[src/sv/csp_pkg.sv]
// Shared types, widths and operation codes for the segment push-out block.
// No dependencies; used by every module of the block.
`timescale 1ns / 1ps

package csp_pkg;

   localparam int COORD_W         = 20;            // signed Q11.8 coordinate
   localparam int DIFF_W          = COORD_W + 1;   // difference of two coordinates
   localparam int SQ_W            = 2 * DIFF_W;    // sum of two squared differences
   localparam int QUO_W           = DIFF_W + 1;    // divider / root result
   localparam int ACC_W           = 64;            // multiply accumulator
   localparam int MUL_W           = 24;            // multiplier operand
   localparam int PROD_W          = 2 * MUL_W;
   localparam int UPD_W           = 24;            // position update before saturation
   localparam int RAD_W           = 16;            // Q8.8 radius
   localparam int MRG_W           = RAD_W + 1;     // sum of two radii
   localparam int CNT_CFG_W       = 5;
   localparam int IDX_IN_W        = 4;
   localparam int MAX_COLLIDERS_D = 16;
   localparam int NEAR_ZERO       = 6;             // 0.0001 in Q.16
   localparam int PLAYER_R_RESET  = 128;

   typedef logic [5:0] op_type;

   localparam op_type OP_IDLE  = 6'd0;
   localparam op_type OP_WRITE = 6'd1;
   localparam op_type OP_START = 6'd2;
   localparam op_type OP_AB    = 6'd3;
   localparam op_type OP_L0    = 6'd4;
   localparam op_type OP_L1    = 6'd5;
   localparam op_type OP_D0    = 6'd6;
   localparam op_type OP_D1    = 6'd7;
   localparam op_type OP_CLAMP = 6'd8;
   localparam op_type OP_N0X   = 6'd9;
   localparam op_type OP_N1X   = 6'd10;
   localparam op_type OP_DIVX  = 6'd11;
   localparam op_type OP_CX    = 6'd12;
   localparam op_type OP_N0Z   = 6'd13;
   localparam op_type OP_N1Z   = 6'd14;
   localparam op_type OP_DIVZ  = 6'd15;
   localparam op_type OP_CZ    = 6'd16;
   localparam op_type OP_DL    = 6'd17;
   localparam op_type OP_E0    = 6'd18;
   localparam op_type OP_E1    = 6'd19;
   localparam op_type OP_MS    = 6'd20;
   localparam op_type OP_MM    = 6'd21;
   localparam op_type OP_SQRT  = 6'd22;
   localparam op_type OP_PUSH  = 6'd23;
   localparam op_type OP_P0X   = 6'd24;
   localparam op_type OP_DIVPX = 6'd25;
   localparam op_type OP_PX    = 6'd26;
   localparam op_type OP_P0Z   = 6'd27;
   localparam op_type OP_DIVPZ = 6'd28;
   localparam op_type OP_PZ    = 6'd29;
   localparam op_type OP_NEAR  = 6'd30;
   localparam op_type OP_NEXT  = 6'd31;
   localparam op_type OP_OUT   = 6'd32;

   localparam logic KIND_WRITE   = 1'b0;
   localparam logic KIND_RESOLVE = 1'b1;

   localparam logic CSR_COUNT  = 1'b0;
   localparam logic CSR_RADIUS = 1'b1;

   typedef struct packed {
      logic                       kind;
      logic [IDX_IN_W-1:0]        entry_index;
      logic signed [COORD_W-1:0]  end_a_x;
      logic signed [COORD_W-1:0]  end_a_z;
      logic signed [COORD_W-1:0]  end_b_x;
      logic signed [COORD_W-1:0]  end_b_z;
      logic [RAD_W-1:0]           capsule_radius;
      logic signed [COORD_W-1:0]  player_x;
      logic signed [COORD_W-1:0]  player_z;
   } req_type;

   typedef struct packed {
      logic signed [COORD_W-1:0] out_x;
      logic signed [COORD_W-1:0] out_z;
      logic                      moved;
   } rsp_type;

   typedef struct packed {
      op_type op;
   } cmd_type;

   typedef struct packed {
      logic count_zero;
      logic last;
      logic long_seg;
      logic contact;
      logic near;
      logic div_busy;
      logic sqrt_busy;
      logic out_busy;
   } stat_type;

endpackage

[src/sv/csp_ctrl.sv]
// Sequencer: walks each resolve through the collider steps and drives datapath ops.
// Depends on csp_pkg.
`timescale 1ns / 1ps

module csp_ctrl (
   input  logic               clock,
   input  logic               reset,
   input  logic               req_valid,
   input  logic               req_kind,
   input  csp_pkg::stat_type  stat,
   output logic               req_stall,
   output csp_pkg::cmd_type   cmd
);

   localparam logic [5:0] S_IDLE  = 6'd0;
   localparam logic [5:0] S_RD    = 6'd1;
   localparam logic [5:0] S_AB    = 6'd2;
   localparam logic [5:0] S_L0    = 6'd3;
   localparam logic [5:0] S_L1    = 6'd4;
   localparam logic [5:0] S_D0    = 6'd5;
   localparam logic [5:0] S_D1    = 6'd6;
   localparam logic [5:0] S_CLAMP = 6'd7;
   localparam logic [5:0] S_N0X   = 6'd8;
   localparam logic [5:0] S_N1X   = 6'd9;
   localparam logic [5:0] S_DVX   = 6'd10;
   localparam logic [5:0] S_WX    = 6'd11;
   localparam logic [5:0] S_CX    = 6'd12;
   localparam logic [5:0] S_N0Z   = 6'd13;
   localparam logic [5:0] S_N1Z   = 6'd14;
   localparam logic [5:0] S_DVZ   = 6'd15;
   localparam logic [5:0] S_WZ    = 6'd16;
   localparam logic [5:0] S_CZ    = 6'd17;
   localparam logic [5:0] S_DL    = 6'd18;
   localparam logic [5:0] S_E0    = 6'd19;
   localparam logic [5:0] S_E1    = 6'd20;
   localparam logic [5:0] S_MS    = 6'd21;
   localparam logic [5:0] S_MM    = 6'd22;
   localparam logic [5:0] S_CMP   = 6'd23;
   localparam logic [5:0] S_SQ    = 6'd24;
   localparam logic [5:0] S_WS    = 6'd25;
   localparam logic [5:0] S_PUSH  = 6'd26;
   localparam logic [5:0] S_P0X   = 6'd27;
   localparam logic [5:0] S_DPX   = 6'd28;
   localparam logic [5:0] S_WPX   = 6'd29;
   localparam logic [5:0] S_PX    = 6'd30;
   localparam logic [5:0] S_P0Z   = 6'd31;
   localparam logic [5:0] S_DPZ   = 6'd32;
   localparam logic [5:0] S_WPZ   = 6'd33;
   localparam logic [5:0] S_PZ    = 6'd34;
   localparam logic [5:0] S_NEAR  = 6'd35;
   localparam logic [5:0] S_NEXT  = 6'd36;
   localparam logic [5:0] S_FIN   = 6'd37;

   logic [5:0] state_ff;
   logic [5:0] state_in;

   always_comb begin
      state_in = state_ff;
      cmd.op   = csp_pkg::OP_IDLE;
      case (state_ff)
         S_IDLE: begin
            if (req_valid) begin
               if (req_kind == csp_pkg::KIND_RESOLVE) begin
                  cmd.op   = csp_pkg::OP_START;
                  state_in = stat.count_zero ? S_FIN : S_RD;
               end else begin
                  cmd.op = csp_pkg::OP_WRITE;
               end
            end
         end
         S_RD:    state_in = S_AB;
         S_AB:    begin cmd.op = csp_pkg::OP_AB;  state_in = S_L0; end
         S_L0:    begin cmd.op = csp_pkg::OP_L0;  state_in = S_L1; end
         S_L1:    begin cmd.op = csp_pkg::OP_L1;  state_in = S_D0; end
         S_D0:    begin cmd.op = csp_pkg::OP_D0;  state_in = S_D1; end
         S_D1:    begin cmd.op = csp_pkg::OP_D1;  state_in = S_CLAMP; end
         S_CLAMP: begin
            cmd.op   = csp_pkg::OP_CLAMP;
            state_in = stat.long_seg ? S_N0X : S_DL;
         end
         S_N0X:   begin cmd.op = csp_pkg::OP_N0X;  state_in = S_N1X; end
         S_N1X:   begin cmd.op = csp_pkg::OP_N1X;  state_in = S_DVX; end
         S_DVX:   begin cmd.op = csp_pkg::OP_DIVX; state_in = S_WX; end
         S_WX:    if (!stat.div_busy) state_in = S_CX;
         S_CX:    begin cmd.op = csp_pkg::OP_CX;   state_in = S_N0Z; end
         S_N0Z:   begin cmd.op = csp_pkg::OP_N0Z;  state_in = S_N1Z; end
         S_N1Z:   begin cmd.op = csp_pkg::OP_N1Z;  state_in = S_DVZ; end
         S_DVZ:   begin cmd.op = csp_pkg::OP_DIVZ; state_in = S_WZ; end
         S_WZ:    if (!stat.div_busy) state_in = S_CZ;
         S_CZ:    begin cmd.op = csp_pkg::OP_CZ;   state_in = S_DL; end
         S_DL:    begin cmd.op = csp_pkg::OP_DL;   state_in = S_E0; end
         S_E0:    begin cmd.op = csp_pkg::OP_E0;   state_in = S_E1; end
         S_E1:    begin cmd.op = csp_pkg::OP_E1;   state_in = S_MS; end
         S_MS:    begin cmd.op = csp_pkg::OP_MS;   state_in = S_MM; end
         S_MM:    begin cmd.op = csp_pkg::OP_MM;   state_in = S_CMP; end
         S_CMP: begin
            if (!stat.contact) begin
               state_in = S_NEXT;
            end else if (stat.near) begin
               state_in = S_NEAR;
            end else begin
               state_in = S_SQ;
            end
         end
         S_SQ:    begin cmd.op = csp_pkg::OP_SQRT;  state_in = S_WS; end
         S_WS:    if (!stat.sqrt_busy) state_in = S_PUSH;
         S_PUSH:  begin cmd.op = csp_pkg::OP_PUSH;  state_in = S_P0X; end
         S_P0X:   begin cmd.op = csp_pkg::OP_P0X;   state_in = S_DPX; end
         S_DPX:   begin cmd.op = csp_pkg::OP_DIVPX; state_in = S_WPX; end
         S_WPX:   if (!stat.div_busy) state_in = S_PX;
         S_PX:    begin cmd.op = csp_pkg::OP_PX;    state_in = S_P0Z; end
         S_P0Z:   begin cmd.op = csp_pkg::OP_P0Z;   state_in = S_DPZ; end
         S_DPZ:   begin cmd.op = csp_pkg::OP_DIVPZ; state_in = S_WPZ; end
         S_WPZ:   if (!stat.div_busy) state_in = S_PZ;
         S_PZ:    begin cmd.op = csp_pkg::OP_PZ;    state_in = S_NEXT; end
         S_NEAR:  begin cmd.op = csp_pkg::OP_NEAR;  state_in = S_NEXT; end
         S_NEXT: begin
            cmd.op   = csp_pkg::OP_NEXT;
            state_in = stat.last ? S_FIN : S_RD;
         end
         S_FIN: begin
            if (!stat.out_busy) begin
               cmd.op   = csp_pkg::OP_OUT;
               state_in = S_IDLE;
            end
         end
         default: state_in = S_IDLE;
      endcase
   end

   always_ff @(posedge clock) begin
      if (reset) begin
         state_ff <= S_IDLE;
      end else begin
         state_ff <= state_in;
      end
   end

   assign req_stall = state_ff != S_IDLE;

endmodule
[config.mk]
export PLATFORM = sky130hd
export DESIGN_NAME = csp_ctrl
export DESIGN_NICKNAME = d
export VERILOG_FILES = /design/src/sv/csp_pkg.sv /design/src/sv/csp_ctrl.sv
export SDC_FILE = /design/constraint.sdc
export NUM_CORES = 1
export LEC_CHECK = 0
export BUFFER_PORTS_ARGS = -buffer_cell sky130_fd_sc_hd__buf_4
export CORE_ASPECT_RATIO = 1.4
export CORE_MARGIN = 8
export CORE_UTILIZATION = 40
export CTS_CLUSTER_DIAMETER = 120
export DETAILED_ROUTE_END_ITERATION = 16
export SLEW_MARGIN = 10
export SYNTH_ARGS = -nofsm -noshare
export SYNTH_HDL_FRONTEND = slang
export SYNTH_SLANG_ARGS = --single-unit
[constraint.sdc]
create_clock -name clock -period 2.49 [get_ports clock]
set_input_delay 0.498 -clock clock [delete_from_list [all_inputs] [get_ports clock]]
set_output_delay 0.498 -clock clock [all_outputs]
set_load 0.01 [all_outputs]
==> implementation parameters, run 1 <==
Parameter                              Value

Setup path
  CP max stage cell    sky130_fd_sc_hd__dfxtp_1
  Arrival time reported for the critical path endpoint    1880 ps
  Category of the worst setup path launch point    flop
  Crit-path max cell delay    430 ps
  CP endpoint kind    output pin
  Cells traversed along the worst timing path    buf_4 > or2b_1 > a21oi_1 > a21oi_1 > o21ai_0 > buf_4
  Maximum fanout count along the critical path    15
  Type of the setup path with the least slack    reg2out
  Critical Path RT    1990 ps

STA
  Crit path time final    2380 ps
  Worst slew margin relative to its limit    0.665
  Tightest hold margin    475 ps
  Post-Route Skew    0.348 ps
  Unrepaired setup endpoints after global routing    false
  Number of hold violations in the final report    0
  Fmax    421 MHz
  Final max-slew violation count    0
  Setup TNS    0 ps
  Setup violation total in the final timing report    0
  Tightest Pin Transition    489 ps
  Portion of the clock cycle consumed by the worst path in the final layout    0.954

GRT
  Number of global-route vias before repair    1,145
  First-pass GRT wire length    5.60 mm
  Congestion Overflow GR    0
  Maximum number of pins on one net before global-route repair    27
  All-layer global routing usage    0.149
  Initial antenna violation count    0

Layout
  Max reg flops    6
  Most common cell after layout, fill and taps aside    sky130_fd_sc_hd__buf_4
  Ant. Diodes    0
  Proportion of layout cells with a drive suffix above 1    0.238
  Area overhead of the layout relative to synthesis    18.1%
  Net total in the final layout    186
  Highest-count cells in the layout ignoring fill and taps    30 x sky130_fd_sc_hd__buf_4, 14 x sky130_fd_sc_hd__nand2_1, 13 x sky130_fd_sc_hd__nor2_1, 13 x sky130_fd_sc_hd__o21ai_0, 12 x sky130_fd_sc_hd__a21oi_1
  Largest registers    state_ff: 6 flops
  Top register by number of flip-flops    state_ff

Worst hold path
  Worst min path class    in2reg

Die
  Number of core rows    22
  I/O Pins    19
  Initial Util    0.412
  Overall die area    4560 um2
  Die extent in x    59.4 um
  Die height    76.8 um
  Placeable core region    2560 um2

Pwr
  Total power divided by cell area    877 nW/um2
  Clock share of power    0.085
  Leakage    0.476 nW
  Internal Dissipation    0.000559 W
  Reported net switching power    0.000534 W
  Part of the power in registers    0.151
  Logic gate share of total power    0.764
  Worst VDD drop    0.311 mV
  Switching part of the total power    0.489

Yosys
  Most instantiated flip-flop cell in the synthesis netlist    sky130_fd_sc_hd__dfxtp_1
  Post-synth net total    167
  Number of distinct library cells after synthesis    54
  Gate Count Post-Synth    155
  Mean post-synth cell area    6.80 um2
  Sequential cell area fraction in the yosys report    0.114
  Number of synthesized flops with an enable pin    0
  Ys async rst share    0
  Post-Synthesis Cell Area    1050 um2
  Yosys reg bits    6
  Yosys warns    0

Clock tree
  Worst-skew pair later-pin latency    250 ps
  Cts hold-fix bufs    0
  Clock tree from TritonCTS    yes
  Number of CTS-inserted buffers    3
  Max Buffers Root-to-Sink    2
  Clock transition at the registers of the reported paths    50 ps
  CTS Root Cell    sky130_fd_sc_hd__clkbuf_4
  TritonCTS Sinks    6
  Total number of H-tree levels    1

Route
  Average via count per standard cell    6.12
  Average wire length per cell after detail routing    16.3 um
  1st-iter DRT viols    62
  DR vias    1,273
  Remaining routing DRC violations    0
  Number of nets with antenna violations after routing    0
  Post-detailed-routing wire length    3.39 mm
  First-pass detailed-route iteration total    5

Placed design
  Routability-driven placement congestion ratio    0.901
  Placed wire-length estimate    2.53 mm
  Port buffer count    18

Job
  Count of maximum capacitance violations    0

Status
  Run status    complete, no violations
## cell families after synthesis
logic type	after synthesis	synth area share
and+or+nand+nor	67	0.362
AOI/OAI and AO/OA	55	0.349
buffers and inverters	21	0.121
DFF	6	0.114
muxes	4	0.0380
xor gates and xnor gates	2	0.0166
## critical path: cells and delay by family, from the launching register on
kind	cells	cell delay [ps]
flops	1	430
compound gates	3	440
simple gates	1	360
buf+inv	2	400
## per-stage QoR
| step | setup WS (ps) | cell area [um2] | total power (W) | utilization | std cells |
|---|---|---|---|---|---|
| 2_1_floorplan | 476 | 1050 | 0.000747 | - | 155 |
| 3_3_place_gp | 387 | 1220 | 0.000970 | 0.475 | 205 |
| 3_5_place_dp | 350 | 1220 | 0.000977 | 0.475 | 205 |
| 4_1_cts | 81.8 | 1240 | 0.00107 | 0.484 | 208 |
| 5_1_grt | 16.1 | 1250 | 0.00119 | 0.487 | 208 |
| 6_report | 115 | 1250 | 0.00109 | 0.487 | 208 |
## routing by layer
| metal | wire length [um] | vias up | GRT usage |
|---|---|---|---|
| li1 | - | 609 | - |
| met1 | 1360 | 588 | 0.193 |
| met2 | 1730 | 64 | 0.239 |
| met3 | 203 | 12 | 0.00668 |
| met4 | 107 | 0 | 0.0673 |
| met5 | 0 | - | 0 |
## final timing paths
check                   start     endpoint  slack (ps)  cells after the start
hold / removal          reset  state_ff[3]         470                      2
setup / recovery  state_ff[1]       cmd[3]         110                      6
hold reg to reg   state_ff[5]  state_ff[5]         570                      2
setup reg to reg  state_ff[4]  state_ff[0]         430                      7
## power by group through the flow
stage	sequential (W)	clock (W)	combinational, W
4_1_cts	0.000164	0.0000941	0.000816
3_3_place_gp	0.000161	0	0.000809
6_report	0.000165	0.0000928	0.000835
2_1_floorplan	0.000141	0	0.000606
3_5_place_dp	0.000166	0	0.000811
5_1_grt	0.000172	0.000101	0.000916
## area by class of cell
cell class	count	area [um2]
Fill cell	254	1310
Multi-Input combinational cell	128	813
Timing Repair Buffer	30	225
Sequential cell	6	121
Tap cell	36	45.0
Clock buffer	3	22.5
Inverter	5	18.8
## repair_timing
action / 4_1_cts / 5_1_grt
setup buffers: 0 / 0
setup endpoints to repair: 0 / 2
resized for setup: 0 / 2
## cell usage after synthesis, types with 2 or more instances
master | count | area [um2]
sky130_fd_sc_hd__inv_1 | 5 | 18.8
sky130_fd_sc_hd__a2111oi_0 | 2 | 17.5
sky130_fd_sc_hd__nor2b_1 | 2 | 12.5
sky130_fd_sc_hd__or2_2 | 2 | 12.5
sky130_fd_sc_hd__nor2_1 | 13 | 48.8
sky130_fd_sc_hd__a31oi_1 | 2 | 12.5
sky130_fd_sc_hd__o2bb2ai_1 | 6 | 52.6
sky130_fd_sc_hd__nor3b_1 | 4 | 30.0
sky130_fd_sc_hd__o22ai_1 | 2 | 12.5
sky130_fd_sc_hd__buf_2 | 6 | 30.0
sky130_fd_sc_hd__buf_6 | 5 | 56.3
sky130_fd_sc_hd__dfxtp_1 | 6 | 120
sky130_fd_sc_hd__a21oi_1 | 12 | 60.1
sky130_fd_sc_hd__a211oi_1 | 3 | 22.5
sky130_fd_sc_hd__mux2i_1 | 4 | 40.0
sky130_fd_sc_hd__nand2_1 | 14 | 52.6
sky130_fd_sc_hd__nand2b_1 | 7 | 43.8
sky130_fd_sc_hd__nand3_1 | 5 | 25.0
sky130_fd_sc_hd__o21ai_0 | 13 | 65.1
sky130_fd_sc_hd__and3_1 | 2 | 12.5
sky130_fd_sc_hd__nor4_1 | 2 | 12.5
sky130_fd_sc_hd__nor3_1 | 4 | 20.0
sky130_fd_sc_hd__clkbuf_1 | 3 | 11.3
Note: power is estimated with default switching activity, not from simulation.
==> run 2: changes to the inputs <==
- CORE_UTILIZATION: 40 -> 25
- REMOVE_ABC_BUFFERS: default -> 1
==> implementation parameters, run 2 (synthesis gave the netlist of run 1 again) <==
Parameter                              Value

Status
  Run status    complete, no violations

STA
  Post-Route Skew    6.48 ps
  Worst slew margin relative to its limit    0.653
  Crit path time final    2360 ps
  Portion of the clock cycle consumed by the worst path in the final layout    0.948
  Final Worst Setup Slack    129 ps
  Number of hold violations in the final report    0
  Unrepaired setup endpoints after global routing    false
  Setup violation total in the final timing report    0
  Setup TNS    0 ps
  Tightest Pin Transition    507 ps
  Final max-slew violation count    0
  Fmax    424 MHz

GRT
  All-layer global routing usage    0.107
  First-pass GRT wire length    5.82 mm
  Number of global-route vias before repair    1,213
  Maximum number of pins on one net before global-route repair    28
  Initial antenna violation count    0
  Congestion Overflow GR    0

Route
  Remaining routing DRC violations    0
  DR vias    1,264
  Number of nets with antenna violations after routing    0
  1st-iter DRT viols    54
  Average via count per standard cell    5.75
  Post-detailed-routing wire length    3.61 mm
  First-pass detailed-route iteration total    4
  Average wire length per cell after detail routing    16.4 um

Placed design
  Placed wire-length estimate    2.81 mm
  Setup slack at placement    330 ps
  Port buffer count    18
  Routability-driven placement congestion ratio    0.908

Setup path
  Critical Path RT    1990 ps
  Startpoint of the worst-slack reg-to-reg timing path    state_ff[2]
  Top Family by Delay on Critical Path    simple AND/OR/NAND/NOR gates
  Maximum fanout count along the critical path    7
  Count of cell instances traversed by the critical path    5
  CP endpoint kind    output pin
  End of the worst register-to-register path    state_ff[1]
  Category of the worst setup path launch point    flop
  Setup slack of the worst register-to-register path    500 ps
  Crit-path max cell delay    500 ps
  Type of the setup path with the least slack    reg2out
  Register-to-Register Path Depth    6
  CP max stage cell    sky130_fd_sc_hd__dfxtp_1
  Arrival time reported for the critical path endpoint    1860 ps
  WP buf/inv    1
  Cells traversed along the worst timing path    nor3_1 > and2_1 > a32o_1 > or3_1 > buf_4

Layout
  Area overhead of the layout relative to synthesis    24.3%
  Final core area utilization    0.317
  Max reg flops    6
  Ant. Diodes    0
  Proportion of layout cells with a drive suffix above 1    0.251
  Number of fill cells in the layout    442
  Net total in the final layout    189
  Largest registers    state_ff: 6 flops
  Most common cell after layout, fill and taps aside    sky130_fd_sc_hd__buf_4
  Highest-count cells in the layout ignoring fill and taps    32 x sky130_fd_sc_hd__buf_4, 14 x sky130_fd_sc_hd__nand2_1, 13 x sky130_fd_sc_hd__nor2_1, 13 x sky130_fd_sc_hd__o21ai_0, 12 x sky130_fd_sc_hd__a21oi_1
  Top register by number of flip-flops    state_ff

Pwr
  Part of the power in registers    0.139
  Switching part of the total power    0.469
  Internal Dissipation    0.000619 W
  Total power divided by cell area    889 nW/um2
  Worst VDD drop    0.208 mV
  Reported net switching power    0.000547 W
  Leakage    0.502 nW
  Logic gate share of total power    0.733
  Clock share of power    0.128

Job
  Count of maximum capacitance violations    0

Clock tree
  Worst-skew pair later-pin latency    230 ps
  Clock transition at the registers of the reported paths    30 ps
  Number of CTS-inserted buffers    3
  Total number of H-tree levels    1
  Max Buffers Root-to-Sink    2
  TritonCTS Sinks    6
  Clock tree from TritonCTS    yes
  CTS Root Cell    sky130_fd_sc_hd__clkbuf_8
  Cts hold-fix bufs    0
  Post CTS Setup Buffer Count    0

Worst hold path
  Destination of the worst hold path    state_ff[4]
  Number of cells on the worst hold path    2
  Launch point of the worst hold path    reset
  Worst min path class    in2reg

Die
  Die extent in x    70.9 um
  Die height    92.9 um
  Number of core rows    28
  Placeable core region    4130 um2
  Overall die area    6580 um2
  Initial Util    0.255
  I/O Pins    19
run 2: cell count changes in the layout (fill, tap and decap cells not counted), sizes merged:
cell and change:
buf +3
run 2: repair_timing:
| action | in CTS | in global routing |
|---|---|---|
| endpoints found under the setup margin | 0 | 3 |
| resized for setup | 0 | 2 |
| hold endpoints to repair | 0 | 0 |
run 2: worst max-delay path by stage:
stage	end	startpoint	slack (ps)
after global placement	cmd[1]	state_ff[1]	320
after CTS	cmd[1]	state_ff[1]	80
final	cmd[1]	state_ff[4]	130
after global routing	cmd[1]	state_ff[0]	50
after detailed placement	cmd[1]	state_ff[1]	330
after floorplan	cmd[1]	state_ff[0]	130
run 2: stage by stage:
| step | instances | total power [W] | hold WS [ps] | area [um2] |
|---|---|---|---|---|
| floorplan | 139 | 0.000666 | 575 | 946 |
| global placement | 217 | 0.000998 | 533 | 1260 |
| detailed placement | 217 | 0.000995 | 536 | 1260 |
| CTS | 220 | 0.00115 | 508 | 1300 |
| global route | 220 | 0.00124 | 527 | 1310 |
| finish | 220 | 0.00117 | 515 | 1310 |
run 2: final cells by class:
cell class	instances	area, um2	share of cell area
sequential	6	121	0.0926
timing repair buffer	33	260	0.198
clock buffer	3	41.3	0.0315
inverter	5	18.8	0.0143
multi-input combinational	128	813	0.620
tap	45	56.3	0.0429
run 2: worst reg2reg max path: stages (launching register included):
cell and delay, ps:
sky130_fd_sc_hd__dfxtp_1 490, sky130_fd_sc_hd__buf_4 220, sky130_fd_sc_hd__or2b_1 270, sky130_fd_sc_hd__a2bb2oi_1 190, sky130_fd_sc_hd__o2bb2ai_1 90, sky130_fd_sc_hd__a2111oi_0 520
sky130_fd_sc_hd__nor2_1 80
run 2: routing by layer:
metal | routed length, um | track usage | up-vias
met3 | 155 | 0.0151 | 13
li1 | - | - | 615
met1 | 1500 | 0.124 | 584
met5 | 0 | 0 | -
met2 | 1790 | 0.183 | 52
met4 | 162 | 0.0645 | 0
run 2: power groups by stage:
stage / clock network (W) / logic, W / registers (W)
after floorplan: 0 / 0.000444 / 0.000222
after global placement: 0 / 0.000839 / 0.000159
after detailed placement: 0 / 0.000836 / 0.000159
after CTS: 0.000151 / 0.000840 / 0.000159
after global routing: 0.000155 / 0.000920 / 0.000166
final: 0.000149 / 0.000855 / 0.000162
